### config.mk
export PLATFORM = sky130hd
export DESIGN_NAME = normalized_edit_distance_similarity
export DESIGN_NICKNAME = d
export VERILOG_FILES = /design/src/sv/neds_pkg.sv /design/src/sv/neds_div.sv /design/src/sv/normalized_edit_distance_similarity.sv
export VERILOG_INCLUDE_DIRS = /design/src /design/src/sv
export SDC_FILE = /design/constraint.sdc
export NUM_CORES = 2
export LEC_CHECK = 0
export ABC_AREA = 1
export CORE_MARGIN = 5
export CORE_UTILIZATION = 60
export DETAILED_ROUTE_END_ITERATION = 12
export DONT_BUFFER_PORTS = 1
export PLACE_DENSITY_LB_ADDON = 0.08
export SYNTH_ARGS = -nofsm -noshare
export SYNTH_HDL_FRONTEND = slang
export SYNTH_SLANG_ARGS = --single-unit
### constraint.sdc
create_clock -name clk -period 10.5 [get_ports clk]
set_input_delay 1.05 -clock clk [delete_from_list [all_inputs] [get_ports clk]]
set_output_delay 1.05 -clock clk [all_outputs]
set_load 0.05 [all_outputs]
### src/sv/normalized_edit_distance_similarity_assert.svh
// assertion macros shared by the rtl files
// each macro checks on the rising edge of clk and is off while rst_n is low
`ifndef NORMALIZED_EDIT_DISTANCE_SIMILARITY_ASSERT_SVH
`define NORMALIZED_EDIT_DISTANCE_SIMILARITY_ASSERT_SVH

`ifndef SYNTHESIS

// same-cycle implication
`define NEDS_ASSERT_IMP(lbl, ante, cons, msg) \
    lbl: assert property (@(posedge clk) disable iff (!rst_n) (ante) |-> (cons)) \
        else $error(msg);

// next-cycle implication
`define NEDS_ASSERT_NXT(lbl, ante, cons, msg) \
    lbl: assert property (@(posedge clk) disable iff (!rst_n) (ante) |=> (cons)) \
        else $error(msg);

`else

`define NEDS_ASSERT_IMP(lbl, ante, cons, msg)

`define NEDS_ASSERT_NXT(lbl, ante, cons, msg)

`endif

`endif

### src/sv/neds_pkg.sv
package neds_pkg;

    localparam int CHAR_W = 8;
    localparam int DIST_W = 7;
    localparam int SIM_W  = 17;

    localparam logic [SIM_W-1:0]  SIM_ONE      = 17'd65536;
    localparam logic [SIM_W-1:0]  SIM_ZERO     = 17'd0;
    localparam logic [SIM_W-1:0]  THRESH_RESET = 17'd22938;
    localparam logic [DIST_W-1:0] DIST_MAX     = 7'd127;

    // command codes
    localparam logic CMD_QUERY = 1'b0;
    localparam logic CMD_CAND  = 1'b1;

    // character classes
    localparam logic [CHAR_W-1:0] CH_UP_A     = 8'h41;
    localparam logic [CHAR_W-1:0] CH_UP_Z     = 8'h5A;
    localparam logic [CHAR_W-1:0] CH_LO_A     = 8'h61;
    localparam logic [CHAR_W-1:0] CH_LO_Z     = 8'h7A;
    localparam logic [CHAR_W-1:0] CH_DIGIT_0  = 8'h30;
    localparam logic [CHAR_W-1:0] CH_DIGIT_9  = 8'h39;
    localparam logic [CHAR_W-1:0] CH_SPACE    = 8'h20;
    localparam logic [CHAR_W-1:0] CASE_OFFSET = 8'h20;

    typedef struct packed {
        logic busy;
        logic done;
    } div_stat_t;

    typedef struct packed {
        logic              keep;
        logic [CHAR_W-1:0] ch;
    } norm_char_t;

    // lower-case A-Z, keep only letters, digits and space
    function automatic norm_char_t normalize(input logic [CHAR_W-1:0] raw);
        norm_char_t        r;
        logic [CHAR_W-1:0] c;
        c = raw;
        if (c >= CH_UP_A && c <= CH_UP_Z)
        begin
            c = c + CASE_OFFSET;
        end
        r.ch   = c;
        r.keep = (c >= CH_LO_A && c <= CH_LO_Z) ||
                 (c >= CH_DIGIT_0 && c <= CH_DIGIT_9) ||
                 (c == CH_SPACE);
        return r;
    endfunction

endpackage

### src/sv/neds_div.sv
`include "normalized_edit_distance_similarity_assert.svh"

module neds_div #(
    parameter int LW = 7
) (
    input  logic                       clk,
    input  logic                       rst_n,
    input  logic                       start,
    input  logic [LW-1:0]              num_hi,
    input  logic [neds_pkg::SIM_W-1:0] num_lo,
    input  logic [LW:0]                divisor,
    output logic [neds_pkg::SIM_W-1:0] quotient,
    output neds_pkg::div_stat_t        stat
);

    import neds_pkg::*;

    localparam int CW = $clog2(SIM_W);

    logic             busy_reg, busy_next;
    logic             done_reg, done_next;
    logic [CW-1:0]    cnt_reg, cnt_next;
    logic [LW:0]      rem_reg, rem_next;
    logic [LW:0]      div_reg, div_next;
    logic [SIM_W-1:0] lo_reg, lo_next;
    logic [SIM_W-1:0] quo_reg, quo_next;

    logic [LW+1:0]    trial;
    logic [LW+1:0]    rem_step;
    logic             ge;

    // restoring step: one quotient bit per cycle
    assign trial    = {rem_reg, lo_reg[SIM_W-1]};
    assign ge       = trial >= {1'b0, div_reg};
    assign rem_step = ge ? (trial - {1'b0, div_reg}) : trial;

    always_comb
    begin
        busy_next = busy_reg;
        done_next = 1'b0;
        cnt_next  = cnt_reg;
        rem_next  = rem_reg;
        div_next  = div_reg;
        lo_next   = lo_reg;
        quo_next  = quo_reg;
        if (start)
        begin
            busy_next = 1'b1;
            cnt_next  = CW'(SIM_W - 1);
            rem_next  = {1'b0, num_hi};
            div_next  = divisor;
            lo_next   = num_lo;
            quo_next  = '0;
        end
        else if (busy_reg)
        begin
            rem_next = rem_step[LW:0];
            lo_next  = {lo_reg[SIM_W-2:0], 1'b0};
            quo_next = {quo_reg[SIM_W-2:0], ge};
            cnt_next = cnt_reg - CW'(1);
            if (cnt_reg == '0)
            begin
                busy_next = 1'b0;
                done_next = 1'b1;
            end
        end
    end

    always_ff @(posedge clk or negedge rst_n)
    begin
        if (!rst_n)
        begin
            busy_reg <= 1'b0;
            done_reg <= 1'b0;
            cnt_reg  <= '0;
        end
        else
        begin
            busy_reg <= busy_next;
            done_reg <= done_next;
            cnt_reg  <= cnt_next;
        end
    end

    always_ff @(posedge clk)
    begin
        rem_reg <= rem_next;
        div_reg <= div_next;
        lo_reg  <= lo_next;
        quo_reg <= quo_next;
    end

    assign quotient  = quo_reg;
    assign stat.busy = busy_reg;
    assign stat.done = done_reg;

    `NEDS_ASSERT_IMP(a_rem_below_div, busy_reg, rem_reg < div_reg, "remainder reached divisor")
    `NEDS_ASSERT_IMP(a_start_idle, start, !busy_reg, "divider restarted while busy")
    `NEDS_ASSERT_NXT(a_start_busy, start, busy_reg, "divider did not start")

endmodule

### src/sv/normalized_edit_distance_similarity.sv
// Normalized edit-distance similarity. Query and candidate strings arrive one
// byte per beat on the input channel (command 0 = query, 1 = candidate); each
// byte is lower-cased and kept only if it is a letter, digit or space, and up
// to MAX_LEN kept bytes per string are stored (more sets the truncated flag).
// Loading takes one beat per cycle while the input is not stalled. The query
// stays stored for any number of candidates. The candidate's last byte starts
// the compute: the Levenshtein matrix is walked one cell per cycle through a
// row memory (read, update, write back, with a forward path for back-to-back
// rows), followed by a bit-serial divide for the Q1.16 score; if either string
// is empty, the matrix and the divide are skipped. The input is stalled during
// the compute and while a result waits for the output register. One result
// waiting on a stalled output does not block loading of the next strings.
// The match threshold can be written at any time through cfg_we / cfg_data and
// resets to 0.35 in Q1.16.
`include "normalized_edit_distance_similarity_assert.svh"

module normalized_edit_distance_similarity #(
    parameter int MAX_LEN = 64
) (
    input  logic                        clk,
    input  logic                        rst_n,
    // input channel
    input  logic                        in_valid,
    output logic                        in_stall,
    input  logic                        command,
    input  logic [neds_pkg::CHAR_W-1:0] char_byte,
    input  logic                        last_char,
    input  logic                        empty_string,
    // result channel
    output logic                        out_valid,
    input  logic                        out_stall,
    output logic [neds_pkg::DIST_W-1:0] edit_distance,
    output logic [neds_pkg::SIM_W-1:0]  similarity,
    output logic                        above_threshold,
    output logic                        truncated,
    // threshold register
    input  logic                        cfg_we,
    input  logic [neds_pkg::SIM_W-1:0]  cfg_data
);

    import neds_pkg::*;

    localparam int LW  = $clog2(MAX_LEN + 1);     // lengths and distances
    localparam int IW  = $clog2(MAX_LEN);         // index into one string
    localparam int SAW = $clog2(2 * MAX_LEN);     // string memory address
    localparam int XW  = (LW > DIST_W) ? LW : DIST_W;

    typedef enum logic [3:0] {
        S_IDLE = 4'b0001,
        S_LEV  = 4'b0010,
        S_DIV  = 4'b0100,
        S_OUT  = 4'b1000
    } state_t;

    state_t state_reg, state_next;

    // string memory: query at the bottom, candidate from MAX_LEN up
    logic [CHAR_W-1:0] str_mem [0:2*MAX_LEN-1];
    logic              str_we;
    logic [SAW-1:0]    str_waddr;
    logic [SAW-1:0]    q_raddr;
    logic [SAW-1:0]    c_raddr;
    logic [CHAR_W-1:0] q_rd_reg;
    logic [CHAR_W-1:0] c_rd_reg;

    // one matrix row, entry j-1 holds cell j
    logic [LW-1:0]     row_mem [0:MAX_LEN-1];
    logic              row_we;
    logic [IW-1:0]     row_waddr;
    logic [IW-1:0]     row_raddr;
    logic [LW-1:0]     row_rd_reg;

    // configuration
    logic [SIM_W-1:0]  thresh_reg, thresh_next;

    // string bookkeeping
    logic [LW-1:0]     q_len_reg, q_len_next;
    logic              q_over_reg, q_over_next;
    logic              q_done_reg, q_done_next;
    logic [LW-1:0]     c_len_reg, c_len_next;
    logic              c_over_reg, c_over_next;

    // job captured at candidate end
    logic [LW-1:0]     m_reg, m_next;
    logic [LW-1:0]     n_reg, n_next;
    logic [LW-1:0]     maxl_reg, maxl_next;
    logic              trunc_reg, trunc_next;

    // cell walk, stage a issues reads, stage b updates
    logic              a_valid_reg, a_valid_next;
    logic [LW-1:0]     a_i_reg, a_i_next;
    logic [LW-1:0]     a_j_reg, a_j_next;
    logic              b_valid_reg, b_valid_next;
    logic [LW-1:0]     b_i_reg, b_i_next;
    logic [LW-1:0]     b_j_reg, b_j_next;
    logic              b_first_reg, b_first_next;
    logic              b_last_reg, b_last_next;
    logic              fwd_hit_reg, fwd_hit_next;
    logic [LW-1:0]     fwd_data_reg, fwd_data_next;
    logic [LW-1:0]     left_reg, left_next;
    logic [LW-1:0]     diag_reg, diag_next;

    // results
    logic [LW-1:0]     dist_reg, dist_next;
    logic [SIM_W-1:0]  sim_reg, sim_next;
    logic              div_go_reg, div_go_next;

    // output register
    logic              out_valid_reg, out_valid_next;
    logic [DIST_W-1:0] edit_distance_reg, edit_distance_next;
    logic [SIM_W-1:0]  similarity_reg, similarity_next;
    logic              above_threshold_reg, above_threshold_next;
    logic              truncated_reg, truncated_next;

    // helpers
    norm_char_t        nc;
    logic              in_acc;
    logic              q_restart;
    logic [LW-1:0]     q_base;
    logic [LW-1:0]     n_fin;
    logic              over_fin;
    logic [LW-1:0]     maxl_fin;
    logic [LW-1:0]     a_im1;
    logic [LW-1:0]     a_jm1;
    logic [LW-1:0]     b_jm1;
    logic [LW-1:0]     prev_j;
    logic [LW-1:0]     left_v;
    logic [LW-1:0]     diag_v;
    logic [LW:0]       up_sum;
    logic [LW:0]       left_sum;
    logic [LW:0]       diag_sum;
    logic [LW:0]       best_w;
    logic [LW-1:0]     cell_best;
    logic [XW-1:0]     dist_x;
    logic [DIST_W-1:0] dist_sat;

    // divider
    logic [SIM_W-1:0]  div_quot;
    div_stat_t         div_stat;

    assign in_stall = (state_reg != S_IDLE);
    assign in_acc   = in_valid && !in_stall;
    assign nc       = normalize(char_byte);

    assign q_restart = empty_string || q_done_reg;
    assign q_base    = q_restart ? '0 : q_len_reg;

    // read addresses for the cell in stage a
    assign a_im1     = a_i_reg - LW'(1);
    assign a_jm1     = a_j_reg - LW'(1);
    assign b_jm1     = b_j_reg - LW'(1);
    assign q_raddr   = SAW'(a_im1);
    assign c_raddr   = SAW'(MAX_LEN) + SAW'(a_jm1);
    assign row_raddr = a_jm1[IW-1:0];
    assign row_waddr = b_jm1[IW-1:0];
    assign row_we    = b_valid_reg;

    // cell update: first row comes from the index, a write to the same cell in the
    // previous cycle comes from the forward register
    assign prev_j   = (b_i_reg == LW'(1)) ? b_j_reg :
                      (fwd_hit_reg ? fwd_data_reg : row_rd_reg);
    assign left_v   = b_first_reg ? b_i_reg : left_reg;
    assign diag_v   = b_first_reg ? (b_i_reg - LW'(1)) : diag_reg;
    assign up_sum   = {1'b0, prev_j} + (LW+1)'(1);
    assign left_sum = {1'b0, left_v} + (LW+1)'(1);
    assign diag_sum = {1'b0, diag_v} + (LW+1)'(q_rd_reg != c_rd_reg);

    always_comb
    begin
        best_w = up_sum;
        if (left_sum < best_w)
        begin
            best_w = left_sum;
        end
        if (diag_sum < best_w)
        begin
            best_w = diag_sum;
        end
    end

    assign cell_best = best_w[LW-1:0];

    // distance saturates at the width of the result field
    assign dist_x   = XW'(dist_reg);
    assign dist_sat = (dist_x > XW'(DIST_MAX)) ? DIST_MAX : dist_x[DIST_W-1:0];

    always_comb
    begin
        state_next           = state_reg;
        thresh_next          = cfg_we ? cfg_data : thresh_reg;
        q_len_next           = q_len_reg;
        q_over_next          = q_over_reg;
        q_done_next          = q_done_reg;
        c_len_next           = c_len_reg;
        c_over_next          = c_over_reg;
        m_next               = m_reg;
        n_next               = n_reg;
        maxl_next            = maxl_reg;
        trunc_next           = trunc_reg;
        dist_next            = dist_reg;
        sim_next             = sim_reg;
        div_go_next          = 1'b0;
        str_we               = 1'b0;
        str_waddr            = '0;
        n_fin                = c_len_reg;
        over_fin             = c_over_reg;
        maxl_fin             = '0;
        out_valid_next       = out_valid_reg;
        edit_distance_next   = edit_distance_reg;
        similarity_next      = similarity_reg;
        above_threshold_next = above_threshold_reg;
        truncated_next       = truncated_reg;

        // cell walk, row by row
        a_valid_next  = a_valid_reg;
        a_i_next      = a_i_reg;
        a_j_next      = a_j_reg;
        b_valid_next  = a_valid_reg;
        b_i_next      = a_i_reg;
        b_j_next      = a_j_reg;
        b_first_next  = (a_j_reg == LW'(1));
        b_last_next   = (a_i_reg == m_reg) && (a_j_reg == n_reg);
        fwd_hit_next  = b_valid_reg && a_valid_reg && (a_j_reg == b_j_reg);
        fwd_data_next = cell_best;
        left_next     = b_valid_reg ? cell_best : left_reg;
        diag_next     = b_valid_reg ? prev_j : diag_reg;
        if (a_valid_reg)
        begin
            if (a_j_reg == n_reg)
            begin
                a_j_next = LW'(1);
                a_i_next = a_i_reg + LW'(1);
                if (a_i_reg == m_reg)
                begin
                    a_valid_next = 1'b0;
                end
            end
            else
            begin
                a_j_next = a_j_reg + LW'(1);
            end
        end

        if (out_valid_reg && !out_stall)
        begin
            out_valid_next = 1'b0;
        end

        unique case (state_reg)
            S_IDLE:
            begin
                if (in_acc)
                begin
                    if (command == CMD_QUERY)
                    begin
                        // a finished query is replaced by the next query beat
                        q_len_next  = q_base;
                        q_over_next = q_restart ? 1'b0 : q_over_reg;
                        q_done_next = empty_string ? 1'b1 : last_char;
                        if (!empty_string && nc.keep)
                        begin
                            if (q_base < LW'(MAX_LEN))
                            begin
                                str_we     = 1'b1;
                                str_waddr  = SAW'(q_base);
                                q_len_next = q_base + LW'(1);
                            end
                            else
                            begin
                                q_over_next = 1'b1;
                            end
                        end
                    end
                    else
                    begin
                        if (empty_string)
                        begin
                            n_fin    = '0;
                            over_fin = 1'b0;
                        end
                        else if (nc.keep)
                        begin
                            if (c_len_reg < LW'(MAX_LEN))
                            begin
                                str_we    = 1'b1;
                                str_waddr = SAW'(MAX_LEN) + SAW'(c_len_reg);
                                n_fin     = c_len_reg + LW'(1);
                            end
                            else
                            begin
                                over_fin = 1'b1;
                            end
                        end
                        c_len_next  = n_fin;
                        c_over_next = over_fin;
                        maxl_fin    = (q_len_reg > n_fin) ? q_len_reg : n_fin;
                        if (empty_string || last_char)
                        begin
                            // candidate ends: capture the job, clear candidate
                            c_len_next  = '0;
                            c_over_next = 1'b0;
                            m_next      = q_len_reg;
                            n_next      = n_fin;
                            maxl_next   = maxl_fin;
                            trunc_next  = q_over_reg || over_fin;
                            if (q_len_reg == '0 || n_fin == '0)
                            begin
                                // an empty side needs no matrix
                                dist_next  = maxl_fin;
                                sim_next   = (q_len_reg == n_fin) ? SIM_ONE : SIM_ZERO;
                                state_next = S_OUT;
                            end
                            else
                            begin
                                a_valid_next = 1'b1;
                                a_i_next     = LW'(1);
                                a_j_next     = LW'(1);
                                state_next   = S_LEV;
                            end
                        end
                    end
                end
            end
            S_LEV:
            begin
                if (b_valid_reg && b_last_reg)
                begin
                    dist_next   = cell_best;
                    div_go_next = 1'b1;
                    state_next  = S_DIV;
                end
            end
            S_DIV:
            begin
                if (div_stat.done)
                begin
                    sim_next   = div_quot;
                    state_next = S_OUT;
                end
            end
            S_OUT:
            begin
                // output register free or being emptied this cycle
                if (!out_valid_reg || !out_stall)
                begin
                    out_valid_next       = 1'b1;
                    edit_distance_next   = dist_sat;
                    similarity_next      = sim_reg;
                    above_threshold_next = sim_reg > thresh_reg;
                    truncated_next       = trunc_reg;
                    state_next           = S_IDLE;
                end
            end
            default:
            begin
                state_next = S_IDLE;
            end
        endcase
    end

    // score = ((maxl - d) * 2^17 + maxl) / (2 * maxl)
    neds_div #(
        .LW (LW)
    ) u_div (
        .clk      (clk),
        .rst_n    (rst_n),
        .start    (div_go_reg),
        .num_hi   (maxl_reg - dist_reg),
        .num_lo   (SIM_W'(maxl_reg)),
        .divisor  ({maxl_reg, 1'b0}),
        .quotient (div_quot),
        .stat     (div_stat)
    );

    // memories
    always_ff @(posedge clk)
    begin
        if (str_we)
        begin
            str_mem[str_waddr] <= nc.ch;
        end
        q_rd_reg <= str_mem[q_raddr];
        c_rd_reg <= str_mem[c_raddr];
        if (row_we)
        begin
            row_mem[row_waddr] <= cell_best;
        end
        row_rd_reg <= row_mem[row_raddr];
    end

    // control state
    always_ff @(posedge clk or negedge rst_n)
    begin
        if (!rst_n)
        begin
            state_reg     <= S_IDLE;
            thresh_reg    <= THRESH_RESET;
            q_len_reg     <= '0;
            q_over_reg    <= 1'b0;
            q_done_reg    <= 1'b0;
            c_len_reg     <= '0;
            c_over_reg    <= 1'b0;
            a_valid_reg   <= 1'b0;
            b_valid_reg   <= 1'b0;
            fwd_hit_reg   <= 1'b0;
            div_go_reg    <= 1'b0;
            out_valid_reg <= 1'b0;
        end
        else
        begin
            state_reg     <= state_next;
            thresh_reg    <= thresh_next;
            q_len_reg     <= q_len_next;
            q_over_reg    <= q_over_next;
            q_done_reg    <= q_done_next;
            c_len_reg     <= c_len_next;
            c_over_reg    <= c_over_next;
            a_valid_reg   <= a_valid_next;
            b_valid_reg   <= b_valid_next;
            fwd_hit_reg   <= fwd_hit_next;
            div_go_reg    <= div_go_next;
            out_valid_reg <= out_valid_next;
        end
    end

    // datapath
    always_ff @(posedge clk)
    begin
        m_reg               <= m_next;
        n_reg               <= n_next;
        maxl_reg            <= maxl_next;
        trunc_reg           <= trunc_next;
        a_i_reg             <= a_i_next;
        a_j_reg             <= a_j_next;
        b_i_reg             <= b_i_next;
        b_j_reg             <= b_j_next;
        b_first_reg         <= b_first_next;
        b_last_reg          <= b_last_next;
        fwd_data_reg        <= fwd_data_next;
        left_reg            <= left_next;
        diag_reg            <= diag_next;
        dist_reg            <= dist_next;
        sim_reg             <= sim_next;
        edit_distance_reg   <= edit_distance_next;
        similarity_reg      <= similarity_next;
        above_threshold_reg <= above_threshold_next;
        truncated_reg       <= truncated_next;
    end

    assign out_valid       = out_valid_reg;
    assign edit_distance   = edit_distance_reg;
    assign similarity      = similarity_reg;
    assign above_threshold = above_threshold_reg;
    assign truncated       = truncated_reg;

    `NEDS_ASSERT_IMP(a_cell_in_lev, b_valid_reg, state_reg == S_LEV, "cell update outside compute")
    `NEDS_ASSERT_IMP(a_fwd_has_cell, fwd_hit_reg, b_valid_reg, "forward hit with no cell")
    `NEDS_ASSERT_IMP(a_len_bound, 1'b1, (q_len_reg <= LW'(MAX_LEN)) && (c_len_reg <= LW'(MAX_LEN)), "length past limit")
    `NEDS_ASSERT_IMP(a_zero_dist_full, out_valid_reg && (edit_distance_reg == '0), similarity_reg == SIM_ONE, "zero distance without full score")

endmodule

==> results_dict.tcl <==
set metrics [dict create \
    firstDrtPassIters 10 \
    clk_pin_slew_ps 60 \
    ys_ff_latch 1717 \
    drv_cap 0 \
    numClockSinks 1717 \
    finClkSkew_ps 34.5 \
    crit_path_start_kind "register" \
    critPathSlowestCell "a211oi_1" \
    insertion_delay_ps 820 \
    wl_per_cell_um 25.6 \
    ys_async_sr_fraction 0.0291 \
    largest_reg_flops 1024 \
    initial_core_util 0.605 \
    synth_area_leaders "edfxtp_1 59%, o21ai_0 13%, nor2_1 6.1%" \
    hold_violations 0 \
    grt_pass1_wl_um 357000 \
    fmax_mhz 156 \
    r2r_cells 24 \
    end_kind "register" \
    fp.dieArea_mm2 0.140 \
    regToRegSetupSlack_ps 4070 \
    critPathMaxFanout 66 \
    cp_top_family "compound AO/OA/AOI/OAI gates" \
    status "completed" \
    top_regs "str_mem x1024, row_mem x448" \
    final_core_util 0.655 \
    yosysUniqueCellTypes 60 \
    tightest_slew_ps 1260 \
    min_period_ps 6430 \
    synth_edf_count 1579 \
    viasPerCell 6.63 \
    crit_cells 24 \
    synth_cells 7776 \
    synth.most_common_cell "o21ai_0" \
    finalSetupTns_ps 0 \
    antenna_found_initial 1 \
    crit_arrival_ps 6930 \
    largest_register "str_mem" \
    synth_top_area_frac 0.595 \
    worstHoldPathType "in2async" \
    path_cells "inv_1, ha_1, inv_1, nor2_1, nand3_1, a31oi_1, nand3_1, nor2_1, nand2_1, xor2_1, ha_1, a21oi_1, nor2_1, a211oi_1, nand2_1, o21ai_0, ha_1, a21oi_1, nor2_1, a211oi_1, nand2_1, nand2_1, and2_2, buf_4" \
    syn_to_final_growth_pct 8.37 \
    worst-path-buf-inv 3 \
    cts_tree "yes" \
    dp_hpwl_um 139000 \
    first_global_vias 57500 \
    n_fill_cell 10200 \
    coreArea_mm2 0.132 \
    syn_area_per_cell_um2 10.2 \
    rows 133 \
    dpl-instance-area_mm2 0.0805 \
    synth_top_area_cell "edfxtp_1" \
    totalWireLength_um 240000 \
    ys_seq_area_frac 0.633 \
    postSynthNetCount 7881 \
    multi_input_area_mm2 0.0254 \
    ctsResizeCount 0 \
    maxSlewViolCount 0 \
    setup_viol 0 \
    nNetsFinal 7548 \
    drc 0 \
    ant_nets 0 \
    die_w_um 374 \
    stdcell_area_mm2 0.0864 \
    numCtsBuffers 174 \
    criticalPathCategory "reg2reg" \
    post-route-period-util 0.612 \
    gp_congestion 0.923 \
    track_usage 0.331 \
    ys_warn_count 0 \
    rsz0062_at_grt "no" \
    synth_ff_type "edfxtp_1" \
    crit_path_max_incr_delay_ps 730 \
    io_buffers 0 \
    slew_headroom 0.160 \
    cts-root-buf "clkbuf_16" \
    vias 62000 \
    synth_area_mm2 0.0797 \
    htreeDepth 4 \
    drive_gt1_frac 0.0554 \
    seqCellArea_mm2 0.0504 \
    grt_max_degree 206 \
    pin_count 61 \
    timing.hold.ws_ps 82.0 \
    yosys-top-cells-count "2092 x o21ai_0, 1579 x edfxtp_1, 1304 x nor2_1" \
    die_h_um 374 \
    cts_max_path_buffers 3 \
    cp_data_required_time_ps 11010 \
    drt_iter0_drc 9719 \
    overflow 0 \
]
==> layout make-up <==
type,instances,area share
sequential,1717,0.584
multi-input combinational,5002,0.294
clock buffer,224,0.0541
tap,1755,0.0254
inverter,477,0.0210
clock inverter,103,0.0138
timing repair buffer,71,0.00727
antenna,1,0.0000290
==> worst register-to-register path: cells and delay by family, from the launching register on <==
family                   cells  cell delay [ps]
AO/OA/AOI/OAI                6             2090
AND/OR/NAND/NOR             11             1990
adder cells (fa/ha/maj)      3              810
buffers and inverters        3              700
flip-flops                   1              300
XOR/XNOR                     1              170
==> cells by family (layout without fill, tap and decap cells) <==
logic type,after synthesis,after routing,synth area share
AOI/OAI and AO/OA,3094,3094,0.208
and+or+nand+nor,1761,1761,0.0891
DFF,1717,1717,0.633
buffers and inverters,1057,875,0.0504
xor gates and xnor gates,73,73,0.00802
adders and majority gates,72,72,0.0115
muxes,2,2,0.000267
other,0,1,0
==> stage by stage <==
step / setup slack [ps] / instances
4_1_cts: 4090 / 9349
5_1_grt: 3300 / 9349
2_1_floorplan: 4830 / 7776
6_report: 4070 / 9350
3_5_place_dp: 4140 / 9021
3_3_place_gp: 4090 / 9021
==> repair_timing <==
item | CTS | global route
hold endpoints to repair | 41 | 0
setup buffers | 0 | 0
setup endpoints to repair | 0 | 0
hold buffers | 1 | 0
==> layout by cell type (no fill, tap or decap), types with 8 or more instances in the layout <==
| cell type | n |
|---|---|
| nand2_2 | 13 |
| inv_1 | 458 |
| clkinvlp_4 | 9 |
| nor3_1 | 8 |
| a31oi_1 | 29 |
| clkbuf_16 | 178 |
| dfstp_2 | 9 |
| xor2_1 | 38 |
| a21oi_1 | 553 |
| dfrtp_1 | 41 |
| clkbuf_1 | 41 |
| nand3_1 | 111 |
| edfxtp_1 | 1579 |
| o21ai_0 | 2092 |
| o221ai_1 | 136 |
| xnor2_1 | 27 |
| a32oi_1 | 8 |
| dfxtp_1 | 86 |
| nand4_1 | 26 |
| clkinv_1 | 31 |
| ha_1 | 68 |
| o22ai_1 | 168 |
| bufinv_16 | 23 |
| nand2_1 | 247 |
| o211ai_1 | 77 |
| clkinv_2 | 28 |
| buf_4 | 64 |
| nor4_1 | 11 |
| inv_2 | 11 |
| nor2_1 | 1303 |
==> worst paths after layout <==
path                            start              to
setup / recovery           b_i_reg[1]  row_mem[12][3]
hold / removal                  rst_n   thresh_reg[1]
setup reg to reg           b_i_reg[1]  row_mem[12][3]
hold reg to reg            a_j_reg[6]      b_j_reg[6]
max in group asynchronous       rst_n   thresh_reg[9]
min in group clk               cfg_we  thresh_reg[14]
==> layer usage <==
layer,vias to the layer above,track usage,share of wire
li1,27400,-,-
met3,717,0.0835,0.12
met4,0,0.135,0.045
met2,4196,0.490,0.44
met1,29600,0.473,0.39
met5,-,0,0
Power is not shown: default switching activity piles up to over one toggle a cycle in this logic, so the estimate is an artifact.
